### src/design/mbe_pkg.sv
package mbe_pkg;

  localparam int STEP_BITS = 5;
  localparam int STEP_REG_BITS = 31;
  localparam int CFG_INDEX_BITS = 2;

  localparam logic [CFG_INDEX_BITS-1:0] REG_X_STEP   = 2'd0;
  localparam logic [CFG_INDEX_BITS-1:0] REG_Y_STEP   = 2'd1;
  localparam logic [CFG_INDEX_BITS-1:0] REG_MAX_ITER = 2'd2;

  localparam logic [STEP_REG_BITS-1:0] X_STEP_RESET = 31'd1007894;
  localparam logic [STEP_REG_BITS-1:0] Y_STEP_RESET = 31'd1008313;
  localparam longint MAX_ITER_RESET = 524288;

  localparam logic [STEP_BITS-1:0] L_OUTSIDE = 5'd15;
  localparam logic [STEP_BITS-1:0] L_LOOP    = 5'd16;
  localparam logic [STEP_BITS-1:0] L_FINISH  = 5'd24;
  localparam logic [STEP_BITS-1:0] L_INSIDE  = 5'd25;

  typedef enum logic {
    ST_IDLE,
    ST_RUN
  } seq_state_t;

  typedef enum logic [3:0] {
    S_ONE,
    S_QUARTER,
    S_CR,
    S_CI,
    S_CI2,
    S_ZR,
    S_ZI,
    S_ZR2,
    S_ZI2,
    S_P,
    S_T
  } src_t;

  typedef enum logic [2:0] {
    D_CI2,
    D_ZR,
    D_ZI,
    D_ZR2,
    D_ZI2,
    D_P,
    D_T
  } dst_t;

  typedef enum logic [2:0] {
    C_NONE,
    C_ALWAYS,
    C_SUM_LT_SIXTEENTH,
    C_SUM_GE_FOUR,
    C_OUT_STRIP,
    C_WB_LT_QCI2,
    C_N_AT_MAX
  } cond_t;

  typedef struct packed {
    logic                 mul_en;
    src_t                 mul_a;
    src_t                 mul_b;
    logic                 wb_en;
    dst_t                 wb_dst;
    logic                 alu_en;
    logic                 alu_sub;
    src_t                 alu_a;
    src_t                 alu_b;
    dst_t                 alu_dst;
    logic                 cmul_en;
    logic                 cmul_y;
    logic                 cwb_en;
    logic                 cwb_y;
    logic                 zclr;
    logic                 ninc;
    cond_t                cond;
    logic [STEP_BITS-1:0] target;
    logic                 done;
    logic                 res_max;
  } ctrl_t;

  typedef struct packed {
    logic sum_lt_sixteenth;
    logic sum_ge_four;
    logic out_strip;
    logic wb_lt_qci2;
    logic n_at_max;
  } flags_t;

  function automatic ctrl_t ucode(logic [STEP_BITS-1:0] s);
    ctrl_t c;
    c = '0;
    unique case (s)
      5'd0: begin
        c.cmul_en = 1'b1;
      end
      5'd1: begin
        c.cwb_en = 1'b1;
        c.cmul_en = 1'b1; c.cmul_y = 1'b1;
      end
      5'd2: begin
        c.cwb_en = 1'b1; c.cwb_y = 1'b1;
      end
      5'd3: begin
        c.mul_en = 1'b1; c.mul_a = S_CI; c.mul_b = S_CI;
      end
      5'd4: begin
        c.wb_en = 1'b1; c.wb_dst = D_CI2;
        c.mul_en = 1'b1; c.mul_a = S_CR; c.mul_b = S_CR;
        c.alu_en = 1'b1; c.alu_a = S_CR; c.alu_b = S_ONE; c.alu_dst = D_T;
      end
      5'd5: begin
        c.wb_en = 1'b1; c.wb_dst = D_ZR2;
        c.mul_en = 1'b1; c.mul_a = S_T; c.mul_b = S_T;
      end
      5'd6: begin
        c.wb_en = 1'b1; c.wb_dst = D_ZI2;
        c.alu_a = S_ZR2; c.alu_b = S_CI2;
        c.cond = C_SUM_LT_SIXTEENTH; c.target = L_INSIDE;
      end
      5'd7: begin
        c.alu_a = S_ZI2; c.alu_b = S_CI2;
        c.cond = C_SUM_LT_SIXTEENTH; c.target = L_INSIDE;
      end
      5'd8: begin
        c.alu_en = 1'b1; c.alu_sub = 1'b1;
        c.alu_a = S_CR; c.alu_b = S_QUARTER; c.alu_dst = D_T;
        c.cond = C_OUT_STRIP; c.target = L_OUTSIDE;
      end
      5'd9: begin
        c.mul_en = 1'b1; c.mul_a = S_T; c.mul_b = S_T;
      end
      5'd10: begin
        c.wb_en = 1'b1; c.wb_dst = D_ZR2;
      end
      5'd11: begin
        c.alu_en = 1'b1; c.alu_a = S_ZR2; c.alu_b = S_CI2; c.alu_dst = D_P;
      end
      5'd12: begin
        c.alu_en = 1'b1; c.alu_a = S_P; c.alu_b = S_T; c.alu_dst = D_ZI;
      end
      5'd13: begin
        c.mul_en = 1'b1; c.mul_a = S_P; c.mul_b = S_ZI;
      end
      5'd14: begin
        c.wb_en = 1'b1; c.wb_dst = D_ZR2;
        c.cond = C_WB_LT_QCI2; c.target = L_INSIDE;
      end
      5'd15: begin
        c.zclr = 1'b1;
      end
      5'd16: begin
        c.mul_en = 1'b1; c.mul_a = S_ZR; c.mul_b = S_ZR;
        c.cond = C_N_AT_MAX; c.target = L_FINISH;
      end
      5'd17: begin
        c.wb_en = 1'b1; c.wb_dst = D_ZR2;
        c.mul_en = 1'b1; c.mul_a = S_ZI; c.mul_b = S_ZI;
      end
      5'd18: begin
        c.wb_en = 1'b1; c.wb_dst = D_ZI2;
        c.mul_en = 1'b1; c.mul_a = S_ZR; c.mul_b = S_ZI;
      end
      5'd19: begin
        c.wb_en = 1'b1; c.wb_dst = D_P;
        c.alu_a = S_ZR2; c.alu_b = S_ZI2;
        c.cond = C_SUM_GE_FOUR; c.target = L_FINISH;
      end
      5'd20: begin
        c.alu_en = 1'b1; c.alu_sub = 1'b1;
        c.alu_a = S_ZR2; c.alu_b = S_ZI2; c.alu_dst = D_T;
      end
      5'd21: begin
        c.alu_en = 1'b1; c.alu_a = S_T; c.alu_b = S_CR; c.alu_dst = D_ZR;
      end
      5'd22: begin
        c.alu_en = 1'b1; c.alu_a = S_P; c.alu_b = S_P; c.alu_dst = D_T;
      end
      5'd23: begin
        c.alu_en = 1'b1; c.alu_a = S_T; c.alu_b = S_CI; c.alu_dst = D_ZI;
        c.ninc = 1'b1;
        c.cond = C_ALWAYS; c.target = L_LOOP;
      end
      5'd24: begin
        c.done = 1'b1;
      end
      5'd25: begin
        c.done = 1'b1; c.res_max = 1'b1;
      end
      default: begin
        c.done = 1'b1;
      end
    endcase
    return c;
  endfunction

endpackage

### src/design/mbe_sequencer.sv
module mbe_sequencer import mbe_pkg::*; (
  input  logic   clk,
  input  logic   rst,
  input  logic   start,
  input  flags_t flags,
  output ctrl_t  ctrl,
  output logic   busy
);

  seq_state_t           state, state_next;
  logic [STEP_BITS-1:0] step, step_next;
  ctrl_t                ctrl_raw;
  logic                 take;

  assign ctrl_raw = ucode(step);

  always_comb begin
    unique case (ctrl_raw.cond)
      C_NONE:             take = 1'b0;
      C_ALWAYS:           take = 1'b1;
      C_SUM_LT_SIXTEENTH: take = flags.sum_lt_sixteenth;
      C_SUM_GE_FOUR:      take = flags.sum_ge_four;
      C_OUT_STRIP:        take = flags.out_strip;
      C_WB_LT_QCI2:       take = flags.wb_lt_qci2;
      C_N_AT_MAX:         take = flags.n_at_max;
      default:            take = 1'b0;
    endcase
  end

  always_comb begin
    state_next = state;
    step_next = step;
    unique case (state)
      ST_IDLE: begin
        if (start) begin
          state_next = ST_RUN;
          step_next = '0;
        end
      end
      ST_RUN: begin
        if (ctrl_raw.done) begin
          state_next = ST_IDLE;
        end else if (take) begin
          step_next = ctrl_raw.target;
        end else begin
          step_next = step + 1'b1;
        end
      end
      default: begin
        state_next = ST_IDLE;
      end
    endcase
  end

  always_comb begin
    busy = (state == ST_RUN);
    ctrl = (state == ST_RUN) ? ctrl_raw : '0;
  end

  always_ff @(posedge clk) begin
    if (rst) begin
      state <= ST_IDLE;
      step <= '0;
    end else begin
      state <= state_next;
      step <= step_next;
    end
  end

endmodule

### config.mk
export PLATFORM = sky130hd
export DESIGN_NAME = mbe_sequencer
export DESIGN_NICKNAME = d
export VERILOG_FILES = /design/src/design/mbe_pkg.sv /design/src/design/mbe_sequencer.sv
export SDC_FILE = /design/constraint.sdc
export NUM_CORES = 1
export LEC_CHECK = 0
export BUFFER_PORTS_ARGS = -buffer_cell sky130_fd_sc_hd__clkbuf_2
export CAP_MARGIN = 10
export CELL_PAD_IN_SITES_DETAIL_PLACEMENT = 2
export CELL_PAD_IN_SITES_GLOBAL_PLACEMENT = 2
export CORE_ASPECT_RATIO = 0.9
export CORE_UTILIZATION = 25
export CTS_BUF_LIST = sky130_fd_sc_hd__clkbuf_16
export CTS_CLUSTER_SIZE = 14
export DETAILED_ROUTE_END_ITERATION = 10
export PLACE_DENSITY_LB_ADDON = 0.1
export SYNTH_ARGS = -nofsm -noshare
export SYNTH_HDL_FRONTEND = slang
export SYNTH_SLANG_ARGS = --single-unit
### constraint.sdc
create_clock -name clk -period 3.35 [get_ports clk]
set_input_delay 0.8375 -clock clk [delete_from_list [all_inputs] [get_ports clk]]
set_output_delay 0.8375 -clock clk [all_outputs]
set_load 0.03 [all_outputs]
==> summary.txt <==
Status: complete, no violations
Post-route cell area: 1890 um^2
Minimum clock period after layout: 3.20 ns
Synth area leaders: nor2_1 11%, dfxtp_1 8.5%, a21oi_1 7.8%, o21ai_0 6.7%, ha_1 4.4%
Pwr Density: 204 nW/um^2
Crit. path cell count: 8
Synth Area in Simple Gates: 0.373
Longest Clk Path Bufs: 2
Required @ worst endpoint: 2.51 ns
Initial Utilization: 0.264
CP top delay family: simple AND/OR/NAND/NOR gates
CP bufs+invs: 2
Share of the clock period used by the worst path: 0.955
Mux cell area share after synthesis: 0.00710
I/O Pins: 51
Worst-margin pin slew: 0.583 ns
GRT Overall Usage: 0.219
DRT met1 WL: 3.11 mm
Routed wl met3: 137 um
Worst Setup Start Kind: flip-flop
Hold path depth: 2
Root buf cell: clkbuf_16
H-tree depth: 1
DRT Pass-1 Iters: 4
Critical path cell sequence: ha_2 > and3_1 > ha_1 > a2111oi_4 > o21ai_1 > or3_4 > clkinv_2 > buf_2
Routed WL: 6.07 mm
CTS tree: built
Max-cap viol count: 0
Largest family of logic cells by synthesized area: simple AND/OR/NAND/NOR gates
GP Congestion: 0.798
Leakage: 0.820 nW
Syn nets: 241
Placed cell areas: 1780 um^2
Arrival time worst endpoint: 2.36 ns
WL per Instance: 17.3 um
Final setup viols: 0
Fillers: 678
Met2 wire length: 2.77 mm
Clock Skew: 0.00591 ns
Fin cells: 350
Max Clk Rate: 0.313 GHz
Num CTS Buffers: 3
Vias/cell: 5.33
Syn Std Cell Area: 1410 um^2
Top-count cell post-synth: nor2_1
Residual DRC count: 0
Number of global-route vias before repair: 1854
Fin nets: 298
Worst reg2reg path depth: 8
Kind of critical path: flip-flop to output port
Post-DP HPWL: 4.69 mm
Clock sink count: 6
Drt initial violations: 77
Die area: 5950 um^2
Register area share after synthesis: 0.0852
Yosys reg bits: 6
Critical Path Sink Type: output port
Cts hold-fix bufs: 0
Top-area cell type share of the netlist area: 0.106
Top sig layer: met4
Synth Warn #: 0
GRT overflow: 0
Hold Fails Final Rpt: 0
Rel. slew slack: 0.611
Die X: 81.2 um
VDD IR max: 0.194 mV
Final ANT Viol Nets: 0
DR vias: 1866
Biggest area consumer among synthesized cells: nor2_1
Post-synth top cells: 40 x nor2_1, 22 x a21oi_1, 19 x o21ai_0
Max FO, Critical Path: 14
Ant. Diodes: 0
Worst hold path class: flip-flop to flip-flop
Port buffer count: 50
Final slew viol count: 0
Synth Area in Adders: 0.0444
Pin count of the biggest net entering global routing: 19
Layout area overhead: 34.3%
Crit-path slowest cell: or3_4
Height of the die: 73.3 um
Worst skew pair latency: 0.24 ns
Dominant synthesized flop cell: dfxtp_1
Placed cells: 345
Complex-gate fraction of the synthesized area: 0.357
Clock-pin transition on the worst setup and hold timing paths: 0.04 ns
Syn avg cell area: 6.18 um^2
Share of cells above drive strength 1: 0.336
First-pass GRT wire length: 9.83 mm
Core region area: 5350 um^2
Cell count after synthesis: 228
Row Count: 25
Xor and xnor area share after synthesis: 0.0240
FFs w/ async S/R, synth: 0
Initial antenna violation count: 0
Critical Path Max Stage Delay: 0.42 ns
Library cells used by synthesis: 52
EDFF count, synth: 0
## repair_timing
item | in CTS | in global routing
gates resized for setup | 3 | 7
endpoints found under the setup margin | 5 | 12
setup buffers | 0 | 2
pin swaps | 0 | 1
## tightest hold or removal path, stage by stage (launching register included)
cell and delay (ns):
dfxtp_2 0.35, o21ai_1 0.08, a311oi_1 0.09
## placed cells by master (no fill, tap or decap), types with 5 or more instances in the layout
master    synthesis  routed
a21oi_1          22      22
and2_1            7       7
and3_1            5       5
buf_4             3      22
clkbuf_2          0      49
inv_1             9       9
nand2_1          13      13
nand2b_1          5       5
nand3_1           5       5
nor2_1           40      40
nor2b_1           8       7
nor3_1           11      11
o21ai_0          19      19
## registers in the layout (all words and copies together) (netlist names)
name  cells
busy      1
step      5
## per-stage QoR
stage / util / worst slack [ns] / power, mW / TNS (ns) / hold slack [ns]
after floorplan: - / 0.0896 / 0.147 / 0 / 0.538
after global placement: 0.333 / 0.226 / 0.181 / 0 / 0.612
after detailed placement: 0.333 / 0.126 / 0.183 / 0 / 0.608
after CTS: 0.348 / 0.00904 / 0.387 / 0 / 0.574
after global routing: 0.354 / -0.00347 / 0.405 / -0.00347 / 0.607
final: 0.354 / 0.152 / 0.386 / 0 / 0.570
## cell families after synthesis
kind of cell / count (synthesis)
compound gates: 77
xor+xnor: 3
fa+ha+maj: 5
buf+inv: 31
flops: 6
mux: 1
simple gates: 105
## worst paths after layout
check,startpoint,to,slack [ns]
setup / recovery,step[0],ctrl[1],0.15
hold / removal,step[1],step[1],0.57
setup reg to reg,step[1],step[0],0.77
hold reg to reg,step[1],step[1],0.57
## power by group
part	internal [mW]	leakage [nW]	switching [mW]
combinational	0.0350	0.733	0.0703
clock	0.154	0.0370	0.0477
sequential	0.0750	0.0502	0.00377
total	0.264	0.820	0.122
## layer usage
layer / track usage / vias up
li1: - / 919
met1: 0.315 / 910
met2: 0.354 / 32
met3: 0.0149 / 5
met4: 0.0516 / 0
met5: 0 / -
## area by class of cell
class                      instances  area [um^2]  share of cell area
inverter                          11         42.5              0.0225
sequential                         6          124              0.0654
multi-input combinational        191         1150               0.609
timing repair buffer              72          415               0.219
tap                               67         83.8              0.0443
clock buffer                       3         75.1              0.0396
No activity file was read; power rests on OpenSTA's default activity.
